<file path="src/hdl/ffha_pkg.sv">
package ffha_pkg;

  localparam int MAX_BLOCKS   = 64;
  localparam int POOL_PAGES   = 256;
  localparam int PAGE_BYTES   = 4096;
  localparam int HEADER_BYTES = 24;
  localparam int ALIGN_BYTES  = 16;
  localparam int MIN_SPLIT    = 32;
  localparam int PAGE_SHIFT   = $clog2(PAGE_BYTES);
  localparam int CNT_W        = $clog2(MAX_BLOCKS + 1);

  localparam logic OP_ALLOC = 1'b0;
  localparam logic OP_FREE  = 1'b1;

  localparam logic [2:0] ST_OK      = 3'd0;
  localparam logic [2:0] ST_NULL    = 3'd1;
  localparam logic [2:0] ST_PAGES   = 3'd2;
  localparam logic [2:0] ST_FULL    = 3'd3;
  localparam logic [2:0] ST_NOMATCH = 3'd4;

  typedef struct packed {
    logic [19:0] off;
    logic [20:0] size;
    logic        free;
  } entry_t;

  typedef struct packed {
    logic   valid;
    entry_t ent;
  } link_t;

  function automatic logic [22:0] round16(input logic [22:0] v);
    logic [22:0] s;
    s = v + 23'(ALIGN_BYTES - 1);
    return s & ~23'(ALIGN_BYTES - 1);
  endfunction

endpackage

</file>
<file path="src/hdl/ffha_cell.sv">
module ffha_cell import ffha_pkg::*; (
  input  logic  clk,
  input  logic  rst,
  input  link_t up,
  input  logic  down_free,
  output link_t cur
);

  logic   full;
  entry_t ent;

  always_ff @(posedge clk) begin
    if (rst) begin
      full <= 1'b0;
    end else if (full && down_free) begin
      full <= 1'b0;
    end else if (!full && up.valid) begin
      full <= 1'b1;
    end
  end

  always_ff @(posedge clk) begin
    if (!full && up.valid) begin
      ent <= up.ent;
    end
  end

  assign cur.valid = full;
  assign cur.ent   = ent;

endmodule

</file>
<file path="src/hdl/ffha_ctrl.sv">
module ffha_ctrl import ffha_pkg::*; (
  input  logic        clk,
  input  logic        rst,
  input  logic        req_valid,
  output logic        req_stall,
  input  logic        operation,
  input  logic [20:0] request_size,
  input  logic [19:0] free_address,
  output logic        rsp_valid,
  input  logic        rsp_stall,
  output logic [19:0] address,
  output logic [2:0]  status,
  output logic [20:0] pool_bytes,
  output logic [20:0] live_bytes,
  input  logic        cfg_valid,
  output logic        cfg_ready,
  input  logic [8:0]  cfg_data,
  input  link_t       head,
  input  logic        tail_full,
  output logic        pop,
  output link_t       push
);

  typedef enum logic [6:0] {
    S_IDLE      = 7'b0000001,
    S_PASS      = 7'b0000010,
    S_DECIDE    = 7'b0000100,
    S_GROW_NEW  = 7'b0001000,
    S_GROW_TAKE = 7'b0010000,
    S_FREE_END  = 7'b0100000,
    S_RESP      = 7'b1000000
  } state_t;

  typedef enum logic [1:0] {
    M_SCAN = 2'd0,
    M_TAKE = 2'd1,
    M_GROW = 2'd2,
    M_FREE = 2'd3
  } mode_t;

  state_t            state;
  mode_t             mode;
  logic [21:0]       sz;
  logic [19:0]       fa;
  logic [CNT_W-1:0]  count;
  logic [CNT_W-1:0]  pop_left;
  logic [8:0]        nfp;
  logic [20:0]       region;
  logic [20:0]       alloc;
  logic [8:0]        page_limit;
  logic              found;
  logic              hit_free;
  logic [19:0]       res_addr;
  logic [2:0]        res_status;
  entry_t            acc;
  logic              acc_v;
  entry_t            nb;
  entry_t            q0;
  entry_t            q1;
  logic [1:0]        qn;

  entry_t      sx;
  entry_t      mx;
  entry_t      p0;
  entry_t      p1;
  logic [1:0]  pn;
  logic        addr_hit;
  logic        mark;
  logic [22:0] acc_end;
  logic        joinable;
  logic        fit;
  logic        cut;
  logic        cut_acc;
  logic        step;
  logic [22:0] grow_bytes;
  logic [23:0] pg_sum;
  logic [11:0] pages;
  logic [8:0]  lim;
  logic [8:0]  room;
  logic        no_pages;
  logic        load;
  logic [22:0] sz_round;

  always_comb begin
    sx       = (state == S_PASS) ? head.ent : nb;
    addr_hit = ({1'b0, sx.off} + 21'(HEADER_BYTES)) == {1'b0, fa};
    mark     = (mode == M_FREE) && !found && addr_hit;
    mx       = sx;
    if (mark) begin
      mx.free = 1'b1;
    end
    acc_end  = {3'b0, acc.off} + 23'(HEADER_BYTES) + round16({2'b0, acc.size});
    joinable = acc_v && acc.free && mx.free && (acc_end == {3'b0, mx.off});
    fit      = !found && sx.free && ({1'b0, sx.size} >= sz);
    cut      = fit && ({1'b0, sx.size} >= sz + 22'(HEADER_BYTES + MIN_SPLIT))
               && (count < CNT_W'(MAX_BLOCKS));
    cut_acc  = ({1'b0, acc.size} >= sz + 22'(HEADER_BYTES + MIN_SPLIT))
               && (count < CNT_W'(MAX_BLOCKS));
    p0 = sx;
    p1 = sx;
    pn = 2'd0;
    case (mode)
      M_SCAN: begin
        pn = 2'd1;
      end
      M_TAKE: begin
        pn = 2'd1;
        if (cut) begin
          p0.size = sz[20:0];
          p0.free = 1'b0;
          p1.off  = sx.off + 20'(HEADER_BYTES) + sz[19:0];
          p1.size = sx.size - sz[20:0] - 21'(HEADER_BYTES);
          p1.free = 1'b1;
          pn      = 2'd2;
        end else if (fit) begin
          p0.free = 1'b0;
        end
      end
      default: begin
        if (acc_v && !joinable) begin
          p0 = acc;
          pn = 2'd1;
        end
      end
    endcase
  end

  always_comb begin
    grow_bytes = round16({1'b0, sz} + 23'(HEADER_BYTES));
    pg_sum     = {1'b0, grow_bytes} + 24'(PAGE_BYTES - 1);
    pages      = pg_sum[23:PAGE_SHIFT];
    lim        = (page_limit < 9'(POOL_PAGES)) ? page_limit : 9'(POOL_PAGES);
    room       = lim - nfp;
    no_pages   = (nfp >= lim) || (pages > {3'b0, room});
  end

  assign sz_round  = round16({2'b0, request_size});
  assign step      = (state == S_PASS) && (pop_left != '0) && (qn == 2'd0) && head.valid;
  assign pop       = step;
  assign push      = '{valid: (qn != 2'd0), ent: q0};
  assign req_stall = (state != S_IDLE);
  assign cfg_ready = 1'b1;
  assign load      = (state == S_RESP) && (!rsp_valid || !rsp_stall);

  always_ff @(posedge clk) begin
    if (rst) begin
      state      <= S_IDLE;
      mode       <= M_SCAN;
      count      <= '0;
      pop_left   <= '0;
      nfp        <= '0;
      region     <= '0;
      alloc      <= '0;
      page_limit <= 9'(POOL_PAGES);
      found      <= 1'b0;
      acc_v      <= 1'b0;
      qn         <= 2'd0;
    end else begin
      if (cfg_valid && cfg_ready) begin
        page_limit <= cfg_data;
      end
      if (qn != 2'd0 && !tail_full) begin
        q0 <= q1;
        qn <= qn - 2'd1;
      end
      case (state)
        S_IDLE: begin
          if (req_valid) begin
            res_addr <= '0;
            found    <= 1'b0;
            acc_v    <= 1'b0;
            pop_left <= count;
            sz       <= sz_round[21:0];
            fa       <= free_address;
            if (operation == OP_ALLOC) begin
              mode <= M_TAKE;
              if (request_size == '0) begin
                res_status <= ST_NULL;
                state      <= S_RESP;
              end else begin
                state <= S_PASS;
              end
            end else begin
              mode <= M_SCAN;
              if (free_address == '0) begin
                res_status <= ST_NULL;
                state      <= S_RESP;
              end else begin
                state <= S_PASS;
              end
            end
          end
        end
        S_PASS: begin
          if (step) begin
            pop_left <= pop_left - CNT_W'(1);
            q0       <= p0;
            q1       <= p1;
            qn       <= pn;
            case (mode)
              M_SCAN: begin
                if (!found && addr_hit) begin
                  found    <= 1'b1;
                  hit_free <= sx.free;
                end
              end
              M_TAKE: begin
                if (fit) begin
                  found    <= 1'b1;
                  res_addr <= sx.off + 20'(HEADER_BYTES);
                  alloc    <= alloc + (cut ? sz[20:0] : sx.size);
                  if (cut) begin
                    count <= count + CNT_W'(1);
                  end
                end
              end
              default: begin
                if (mark) begin
                  found <= 1'b1;
                  alloc <= alloc - sx.size;
                end
                if (joinable) begin
                  acc.size <= acc.size + 21'(HEADER_BYTES) + mx.size;
                  count    <= count - CNT_W'(1);
                end else begin
                  acc   <= mx;
                  acc_v <= 1'b1;
                end
              end
            endcase
          end else if (pop_left == '0 && qn == 2'd0) begin
            case (mode)
              M_GROW:  state <= S_GROW_NEW;
              M_FREE:  state <= S_FREE_END;
              default: state <= S_DECIDE;
            endcase
          end
        end
        S_DECIDE: begin
          if (mode == M_SCAN) begin
            if (!found || hit_free) begin
              res_status <= ST_NOMATCH;
              state      <= S_RESP;
            end else begin
              mode     <= M_FREE;
              found    <= 1'b0;
              acc_v    <= 1'b0;
              pop_left <= count;
              state    <= S_PASS;
            end
          end else if (found) begin
            res_status <= ST_OK;
            state      <= S_RESP;
          end else if (no_pages) begin
            res_status <= ST_PAGES;
            state      <= S_RESP;
          end else if (count >= CNT_W'(MAX_BLOCKS)) begin
            res_status <= ST_FULL;
            state      <= S_RESP;
          end else begin
            nb.off   <= 20'(nfp) << PAGE_SHIFT;
            nb.size  <= (21'(pages) << PAGE_SHIFT) - 21'(HEADER_BYTES);
            nb.free  <= 1'b1;
            nfp      <= nfp + pages[8:0];
            region   <= region + (21'(pages) << PAGE_SHIFT) - 21'(HEADER_BYTES);
            count    <= count + CNT_W'(1);
            pop_left <= count;
            acc_v    <= 1'b0;
            mode     <= M_GROW;
            state    <= S_PASS;
          end
        end
        S_GROW_NEW: begin
          q0 <= p0;
          qn <= pn;
          if (joinable) begin
            acc.size <= acc.size + 21'(HEADER_BYTES) + mx.size;
            count    <= count - CNT_W'(1);
          end else begin
            acc   <= mx;
            acc_v <= 1'b1;
          end
          state <= S_GROW_TAKE;
        end
        S_GROW_TAKE: begin
          if (qn == 2'd0) begin
            q0.off   <= acc.off;
            q0.free  <= 1'b0;
            res_addr <= acc.off + 20'(HEADER_BYTES);
            if (cut_acc) begin
              q0.size <= sz[20:0];
              q1.off  <= acc.off + 20'(HEADER_BYTES) + sz[19:0];
              q1.size <= acc.size - sz[20:0] - 21'(HEADER_BYTES);
              q1.free <= 1'b1;
              qn      <= 2'd2;
              count   <= count + CNT_W'(1);
              alloc   <= alloc + sz[20:0];
            end else begin
              q0.size <= acc.size;
              qn      <= 2'd1;
              alloc   <= alloc + acc.size;
            end
            acc_v      <= 1'b0;
            res_status <= ST_OK;
            state      <= S_RESP;
          end
        end
        S_FREE_END: begin
          if (acc_v) begin
            q0 <= acc;
            qn <= 2'd1;
          end
          acc_v      <= 1'b0;
          res_status <= ST_OK;
          state      <= S_RESP;
        end
        S_RESP: begin
          if (load) begin
            state <= S_IDLE;
          end
        end
        default: begin
          state <= S_IDLE;
        end
      endcase
    end
  end

  always_ff @(posedge clk) begin
    if (rst) begin
      rsp_valid <= 1'b0;
    end else if (load) begin
      rsp_valid <= 1'b1;
    end else if (!rsp_stall) begin
      rsp_valid <= 1'b0;
    end
  end

  always_ff @(posedge clk) begin
    if (load) begin
      address    <= res_addr;
      status     <= res_status;
      pool_bytes <= region;
      live_bytes <= alloc;
    end
  end

`ifndef NO_ASSERTIONS
  a_queue_depth: assert property (@(posedge clk) disable iff (rst) qn <= 2'd2)
    else $error("word queue overflow");
  a_pop_valid: assert property (@(posedge clk) disable iff (rst) pop |-> head.valid)
    else $error("pop of empty head cell");
  a_count_max: assert property (@(posedge clk) disable iff (rst)
    count <= CNT_W'(MAX_BLOCKS))
    else $error("block count above table depth");
  a_grow_acc: assert property (@(posedge clk) disable iff (rst)
    state == S_GROW_TAKE |-> acc_v)
    else $error("no last block to hand out after growth");
`endif

endmodule

</file>
<file path="src/hdl/first_fit_heap_allocator_top.sv">
// channel  | direction | handshake            | word
// req      | in        | req_valid/req_stall  | operation, request_size, free_address
// rsp      | out       | rsp_valid/rsp_stall  | address, status, pool_bytes, live_bytes
// cfg      | in        | cfg_valid/cfg_ready  | cfg_data (page_limit)
//
// one request at a time; a zero-size allocate or a null free goes straight to its response
// others pass the block chain once (allocate that fits or fails, free of no used block)
// or twice (other free, allocate that grows); a pass pops each block from the head cell
// and pushes it back at the tail, waiting while the tail is full or a push is in flight
// reset is synchronous; the block chain comes up empty and page_limit is 256
// a held response does not block taking the next request, only loading its response
module first_fit_heap_allocator_top import ffha_pkg::*; (
  input  logic        clk,
  input  logic        rst,
  input  logic        req_valid,
  output logic        req_stall,
  input  logic        operation,
  input  logic [20:0] request_size,
  input  logic [19:0] free_address,
  output logic        rsp_valid,
  input  logic        rsp_stall,
  output logic [19:0] address,
  output logic [2:0]  status,
  output logic [20:0] pool_bytes,
  output logic [20:0] live_bytes,
  input  logic        cfg_valid,
  output logic        cfg_ready,
  input  logic [8:0]  cfg_data
);

  link_t lnk [MAX_BLOCKS];
  link_t push;
  logic  pop;

  for (genvar k = 0; k < MAX_BLOCKS; k++) begin : g_cell
    link_t up;
    logic  down_free;
    if (k == MAX_BLOCKS - 1) begin : g_tail
      assign up = push;
    end else begin : g_mid
      assign up = lnk[k+1];
    end
    if (k == 0) begin : g_head
      assign down_free = pop;
    end else begin : g_rest
      assign down_free = !lnk[k-1].valid;
    end
    ffha_cell u_cell (
      .clk       (clk),
      .rst       (rst),
      .up        (up),
      .down_free (down_free),
      .cur       (lnk[k])
    );
  end

  ffha_ctrl u_ctrl (
    .clk          (clk),
    .rst          (rst),
    .req_valid    (req_valid),
    .req_stall    (req_stall),
    .operation    (operation),
    .request_size (request_size),
    .free_address (free_address),
    .rsp_valid    (rsp_valid),
    .rsp_stall    (rsp_stall),
    .address      (address),
    .status       (status),
    .pool_bytes   (pool_bytes),
    .live_bytes   (live_bytes),
    .cfg_valid    (cfg_valid),
    .cfg_ready    (cfg_ready),
    .cfg_data     (cfg_data),
    .head         (lnk[0]),
    .tail_full    (lnk[MAX_BLOCKS-1].valid),
    .pop          (pop),
    .push         (push)
  );

endmodule

</file>
<file path="config.mk">
export PLATFORM = sky130hd
export DESIGN_NAME = first_fit_heap_allocator_top
export DESIGN_NICKNAME = d
export VERILOG_FILES = /design/src/hdl/ffha_pkg.sv /design/src/hdl/ffha_cell.sv /design/src/hdl/ffha_ctrl.sv /design/src/hdl/first_fit_heap_allocator_top.sv
export SDC_FILE = /design/constraint.sdc
export NUM_CORES = 2
export LEC_CHECK = 0
export BUFFER_PORTS_ARGS = -buffer_cell sky130_fd_sc_hd__buf_2
export CELL_PAD_IN_SITES_DETAIL_PLACEMENT = 0
export CELL_PAD_IN_SITES_GLOBAL_PLACEMENT = 1
export CORE_MARGIN = 1
export CORE_UTILIZATION = 50
export DETAILED_ROUTE_END_ITERATION = 7
export GPL_TIMING_DRIVEN = 1
export PLACE_DENSITY_LB_ADDON = 0.1
export SYNTH_ARGS = -nofsm -noshare
export SYNTH_HDL_FRONTEND = slang
export SYNTH_HIERARCHICAL = 1
export SYNTH_SLANG_ARGS = --single-unit
</file>
<file path="constraint.sdc">
create_clock -name clk -period 13.1 [get_ports clk]
set_input_delay 0.655 -clock clk [delete_from_list [all_inputs] [get_ports clk]]
set_output_delay 0.655 -clock clk [all_outputs]
set_load 0.02 [all_outputs]
</file>
After elaboration in Yosys (flattened, before gate mapping)
Cells that the tools add are included.
{"block": "totals", "reg_bits": 3122, "inputBits": 56, "wordCells": 748}
{"block": "classes", "add_sub_neg": 32, "order_cmp": 8, "n_eq_ne": 44, "muxes": 123, "bitwise": 5, "reduce_logical": 248}
{"operator": "$mux W42", "n": 13}
{"operator": "$mux W7", "n": 30}
{"operator": "$mux W21", "n": 8}
{"operator": "$pmux W42 S2", "n": 2}
{"operator": "$pmux W42 S4", "n": 1}
{"operator": "$mux W20", "n": 7}
{"operator": "$reduce_or A2 Y1", "n": 65}
{"operator": "$add A21 B21 Y21", "n": 5}
{"operator": "$pmux W21 S2", "n": 2}
{"operator": "$sub A21 B5 Y21 const B", "n": 4}
{"operator": "$logic_and A1 B1 Y1", "n": 82}
{"operator": "$logic_not A1 Y1", "n": 68}
{"operator": "$ge A21 B22 Y1", "n": 3}
{"operator": "$sub A21 B21 Y21", "n": 3}
{"operator": "$pmux W20 S3", "n": 1}
{"operator": "$pmux W7 S7", "n": 1}
{"operator": "$add A21 B4 Y22 const B", "n": 2}
{"operator": "$pmux W22 S2", "n": 1}
{"operator": "$add A20 B5 Y21 const B", "n": 2}
{"operator": "$add A20 B20 Y20", "n": 2}
{"operator": "$add A20 B5 Y20 const B", "n": 2}
{"operator": "$mux W3", "n": 10}
{"operator": "$pmux W7 S4", "n": 1}
{"operator": "$add A23 B12 Y24 const B", "n": 1}
{"operator": "64 further kinds", "n": 144}

Depth between registers and ports, before layout
{"block": "logic_depth", "depth_word": 14, "ltp_mapped": 35, "mapped_depth_nobuf": 28}

Cells and area by module
The synthesis kept the hierarchy.
{"mod": "ffha_cell", "n_inst": 64, "cells_per_inst": 47, "area_each_um2": 1308.8, "seq_area_each_um2": 1281.2}
{"mod": "ffha_ctrl", "n_inst": 1, "cells_per_inst": 3695, "area_each_um2": 31600.3, "seq_area_each_um2": 9719.3}
{"mod": "first_fit_heap_allocator_top", "n_inst": 1, "cells_per_inst": 63, "area_each_um2": 236.5, "seq_area_each_um2": 0.0}

Least setup slack after synthesis
No wires, ideal clock.
{"block": "synth_path", "path_kind": "reg-to-reg", "startpoint": "reg u_ctrl.state[0]", "endpoint": "reg u_ctrl.alloc[20]", "t_arrival_ns": 7.283, "required_time_ns": 12.978, "path_slack_ns": 5.695, "path_stages_with_launch": 36, "n_path_buf": 8, "cell_sequence": "dfxtp_1 -> or4b_1 -> buf_2 -> nor2_4 -> buf_2 -> buf_1 -> buf_1 -> clkbuf_1 -> nand2_1 -> inv_1 -> ha_1 -> clkbuf_1 -> and3_1 -> o311ai_0 -> o22ai_1 -> o211ai_1 -> nor3_1 -> o41ai_2 -> clkbuf_1 -> nor2_1 -> clkbuf_1 -> nor2_1 -> ha_1 -> inv_1 -> fa_1 -> nor2b_1 -> o31a_1 -> o41ai_1 -> or3_1 -> a31oi_1 -> o22ai_1 -> o21ai_0 -> a31oi_1 -> xnor2_1 -> and3_1 -> a311o_1"}
{"block": "synth_via", "elab_chain_len": 12, "word_cells_on_any_way": 30, "cone_classes": "3 x add/sub; 2 x order compare; 8 x eq/ne; 7 x mux; 10 x reduce/logical"}
{"item": "from (decl)", "line_no": "ffha_ctrl.sv:41", "rtl": "state_t state;"}
{"item": "from (signal assigned)", "line_no": "ffha_ctrl.sv:147", "rtl": "state <= S_IDLE;"}
{"item": "from (signal assigned)", "line_no": "ffha_ctrl.sv:179", "rtl": "state <= S_RESP;"}
{"item": "from (signal assigned)", "line_no": "ffha_ctrl.sv:181", "rtl": "state <= S_PASS;"}
{"item": "$eq A7 B2 Y1", "line_no": "ffha_ctrl.sv:85, ffha_ctrl.sv:138, ffha_ctrl.sv:166"}
{"item": "$mux W42", "line_no": "ffha_ctrl.sv:85", "rtl": "sx = (state == S_PASS) ? head.ent : nb;"}
{"item": "$ge A21 B22 Y1 or $logic_and A1 B1 Y1 (tied branches)", "line_no": "ffha_ctrl.sv:94", "rtl": "fit = !found && sx.free && ({1'b0, sx.size} >= sz);"}
{"item": "$logic_and A1 B1 Y1", "line_no": "ffha_ctrl.sv:94"}
{"item": "$logic_and A1 B1 Y1", "line_no": "ffha_ctrl.sv:95", "rtl": "cut = fit && ({1'b0, sx.size} >= sz + 22'(HEADER_BYTES + MIN_SPLIT))"}
{"item": "$logic_and A1 B1 Y1", "line_no": "ffha_ctrl.sv:96", "rtl": "&& (count < CNT_W'(MAX_BLOCKS));"}
{"item": "$mux W21", "line_no": "ffha_ctrl.sv:211", "rtl": "alloc <= alloc + (cut ? sz[20:0] : sx.size);"}
{"item": "$add A21 B21 Y21", "line_no": "ffha_ctrl.sv:211"}
{"item": "$mux W21", "line_no": "ffha_ctrl.sv:208", "rtl": "if (fit) begin"}
{"item": "$pmux W21 S2", "line_no": "ffha_ctrl.sv:200", "rtl": "case (mode)"}
{"item": "$mux W21", "line_no": "ffha_ctrl.sv:195", "rtl": "if (step) begin"}
{"item": "$pmux W21 S2", "line_no": "ffha_ctrl.sv:166", "rtl": "case (state)"}
{"item": "to (signal assigned)", "line_no": "ffha_ctrl.sv:211"}
{"item": "to (signal assigned)", "line_no": "ffha_ctrl.sv:220", "rtl": "alloc <= alloc - sx.size;"}
{"item": "to (signal assigned)", "line_no": "ffha_ctrl.sv:297", "rtl": "alloc <= alloc + sz[20:0];"}
{"item": "to (decl)", "line_no": "ffha_ctrl.sv:49", "rtl": "logic [20:0] alloc;"}
Several ways; a longest one is shown, not always the timed one. The select of a mux whose other input is x is not followed.
A chain may end at the register's enable or synchronous reset.

Final worst setup path
{"block": "layout_path", "startpoint": "reg u_ctrl.state[2]", "endpoint": "reg u_ctrl.alloc[20]"}
The elaborated chain is that of the path after synthesis.

==> results.txt <==
unrepaired setup endpoints after global routing: false
TritonCTS clock tree: yes
per-instance average area after synthesis: 17.1 um2
number of antenna violations at the first check in global routing: 20
first-pass GRT wire length: 384000 um
number of enable flip-flop cells after synthesis: 2955
Vert. Die Dim: 483 um
WS Path Type: reg2reg
data arrival time at the worst-slack endpoint: 9460 ps
global route overflow: 0
area enclosed by the die boundary: 233000 um2
CTS Root Cell: sky130_fd_sc_hd__clkbuf_16
WL per Instance: 25.7 um
number of synthesized register bits: 3104
final routed wirelength across all metal layers: 267000 um
Fmax achieved: 0.116 GHz
Final Hold Vio Count: 0
number of H-tree levels: 5
share of synthesized flip-flops with an asynchronous set or reset: 0%
top post-synthesis cells by area: sky130_fd_sc_hd__edfxtp_1, sky130_fd_sc_hd__ha_1, sky130_fd_sc_hd__dfxtp_1, sky130_fd_sc_hd__xnor2_1, sky130_fd_sc_hd__a21oi_1
vias in the first global route: 55900
vias per inst: 5.59
Bufs and invs on worst path: 4
worst path required time: 13920 ps
post-route clock period utilization: 65.9%
most frequently used flop master after synthesis: sky130_fd_sc_hd__edfxtp_1
final period demand of the worst path: 8640 ps
number of setup violations in the final report: 0
Static Leakage: 0.0439 uW
Top Ports: 124
post-synth top area share: 76.8%
maximum capacitance violations: 0
number of nets still failing antenna checks after routing: 0
total number of vias: 57900
power density of the placed cells: 184 nW/um2
number of warnings printed during yosys synthesis: 6
share of cells above drive strength 1: 10.6%
flop2flop setup slack: 4460 ps
drt drc: 0
delay contributed by the slowest stage of the critical path: 580 ps
CTS sink cnt: 3104
worst-case clock buffer depth: 4
later-pin clock latency in the skew report: 970 ps
area of the core: 230000 um2
site row count: 176
Max IR drop VDD: 0.131 mV
maximum net fanout on the critical path: 33
category of the worst setup path launch point: flip-flop
worst clock skew: 108 ps
GP Congestion: 0.937
largest net degree at the start of global routing: 78
CTS buffer count: 325
worst slew slack as a fraction of its limit: 10.8%
total iterations of the first detailed-routing run: 6
synthesized netlist cell count: 6766
all-layer global routing usage: 22.8%
Final Worst Setup Slack: 4460 ps
Iteration-0 DRC Markers: 5338
distinct cell type count of the synthesized netlist: 104
worst slack, placed: 4660 ps
final design utilization: 56.6%
sequential element share of the synthesized area: 79.3%
measured slew at the worst slew-check pin: 1330 ps
nets@finish: 7497
Critical Path End Type: flip-flop
final total negative setup slack: 0 ps
starting density of the core: 50.3%
P&R area growth vs syn: 12.5%
highest-delay cell along the critical path: sky130_fd_sc_hd__o211ai_1
Final Max Tran Viols: 0
die boundary width: 483 um
Power, Total: 23900 uW
family with the most delay on the worst path: compound AO/OA/AOI/OAI gates
number of port buffers: 119
clock input transition at the sequential cells of the worst setup and hold paths: 60 ps
Hold Crit Class: in2reg
outcome: complete, no violations
detailed placement HPWL: 182000 um
total standard cell area after synthesis: 116000 um2
post-synth top area cell: sky130_fd_sc_hd__edfxtp_1
[worst reg2reg max path: cells and delay by family (launching register included)]
family                     cells  cell delay (ps)
adders and majority gates      2              730
and+or+nand+nor               10             2890
DFF                            1              350
AOI/OAI and AO/OA             12             3070
buffers and inverters          4             1390
xor gates and xnor gates       1              160
[what timing repair did]
item                      in CTS  in global routing
hold endpoints to repair      29                  0
resized for setup              0                  0
hold buffers                  29                  0
buffers inserted               0                  0
[through the flow]
stage	hold WS [ps]	cells	instance area, um2
after CTS	15.4	10400	130000
after detailed placement	405	9760	120000
after floorplan	400	6768	116000
after global placement	400	9760	120000
after global routing	74.4	10400	130000
final	107	10400	130000
[metal layers]
| metal | GRT usage (%) | vias to the layer above | part of all wire [%] |
|---|---|---|---|
| met2 | 33.7 | 1860 | 44 |
| met3 | 4.32 | 413 | 7.1 |
| li1 | - | 26400 | - |
| met1 | 34.4 | 29200 | 46 |
| met5 | 0 | - | 0.0049 |
| met4 | 7.22 | 2 | 2.9 |
[worst paths after layout]
path                                        from                             endpoint  cells past startpoint
max reg2reg         u_ctrl/state[2]$_SDFFE_PP0P_        u_ctrl/alloc[20]$_SDFFE_PP0P_                     29
min reg2reg  g_cell[62].u_cell/cur[18]$_DFFE_PP_  g_cell[61].u_cell/cur[18]$_DFFE_PP_                      0
max                 u_ctrl/state[2]$_SDFFE_PP0P_        u_ctrl/alloc[20]$_SDFFE_PP0P_                     29
min                                    rsp_stall        u_ctrl/rsp_valid$_SDFFE_PP0P_                      3
[synthesized netlist by cell type, types with 42 or more instances]
cell and instances:
sky130_fd_sc_hd__o21ai_0 219, sky130_fd_sc_hd__a31oi_1 43, sky130_fd_sc_hd__a21oi_1 300, sky130_fd_sc_hd__mux2i_1 71, sky130_fd_sc_hd__clkbuf_1 136, sky130_fd_sc_hd__and2b_2 64, sky130_fd_sc_hd__xnor2_1 228, sky130_fd_sc_hd__edfxtp_1 2955
sky130_fd_sc_hd__nor2_1 386, sky130_fd_sc_hd__a211oi_1 122, sky130_fd_sc_hd__dfxtp_1 149, sky130_fd_sc_hd__a21o_1 63, sky130_fd_sc_hd__nand3_1 88, sky130_fd_sc_hd__nor3_1 77, sky130_fd_sc_hd__inv_1 317, sky130_fd_sc_hd__buf_4 71
sky130_fd_sc_hd__xor2_1 83, sky130_fd_sc_hd__nand2_1 328, sky130_fd_sc_hd__nor2b_1 42, sky130_fd_sc_hd__ha_1 342
[state kept, by name, indices dropped and copies added (netlist names), 3 cells and up]
signal and cells:
g_cell.u_cell/cur 2688, g_cell.u_cell/full 64, u_ctrl/acc 42, u_ctrl/push 42
u_ctrl/q1 42, u_ctrl/alloc 21, u_ctrl/live_bytes 21, u_ctrl/address 20
u_ctrl/fa 20, u_ctrl/res_addr 20, u_ctrl/pool_bytes 18, u_ctrl/region 18
u_ctrl/sz 18, u_ctrl/nb 17, u_ctrl/nfp 9, u_ctrl/page_limit 9
u_ctrl/count 7, u_ctrl/pop_left 7, u_ctrl/state 7, u_ctrl/res_status 3
u_ctrl/status 3
[report_power, final]
group	total (uW)	switching, uW	internal, uW
Clock	8740	3570	5180
Sequential	12700	481	12200
Combinational	2480	1760	716
Total	23900	5810	18100
[cells in the final DEF (no fill, tap or decap), types with 149 or more instances in the layout]
| cell | Yosys | layout |
|---|---|---|
| sky130_fd_sc_hd__edfxtp_1 | 2955 | 2955 |
| sky130_fd_sc_hd__nor2_1 | 386 | 383 |
| sky130_fd_sc_hd__ha_1 | 342 | 342 |
| sky130_fd_sc_hd__clkbuf_16 | 0 | 330 |
| sky130_fd_sc_hd__nand2_1 | 328 | 326 |
| sky130_fd_sc_hd__inv_1 | 317 | 316 |
| sky130_fd_sc_hd__a21oi_1 | 300 | 298 |
| sky130_fd_sc_hd__xnor2_1 | 228 | 228 |
| sky130_fd_sc_hd__o21ai_0 | 219 | 219 |
| sky130_fd_sc_hd__dfxtp_1 | 149 | 149 |
[area by class of cell]
class | instances | area [um2]
clock buffers | 408 | 8650
clock inverters | 163 | 1500
well taps | 3026 | 3790
flip-flops and latches | 3104 | 91700
repair buffers | 230 | 1510
fillers | 17600 | 99900
multi-input cells | 3105 | 21600
diodes | 7 | 17.5
inverters | 324 | 1220
[cells by family (layout without fill, tap and decap cells)]
kind of cell | after synthesis | in the layout | synth area share, %
buffers and inverters | 559 | 1125 | 2.07
multiplexers | 76 | 76 | 0.673
AND/OR/NAND/NOR | 1282 | 1282 | 5.57
other | 2 | 11 | 0.00650
AO/OA/AOI/OAI | 1078 | 1078 | 6.07
adder cells (fa/ha/maj) | 352 | 352 | 3.87
XOR/XNOR | 313 | 313 | 2.40
flip-flops | 3104 | 3104 | 79.3
(Power assumes the default switching activity.)
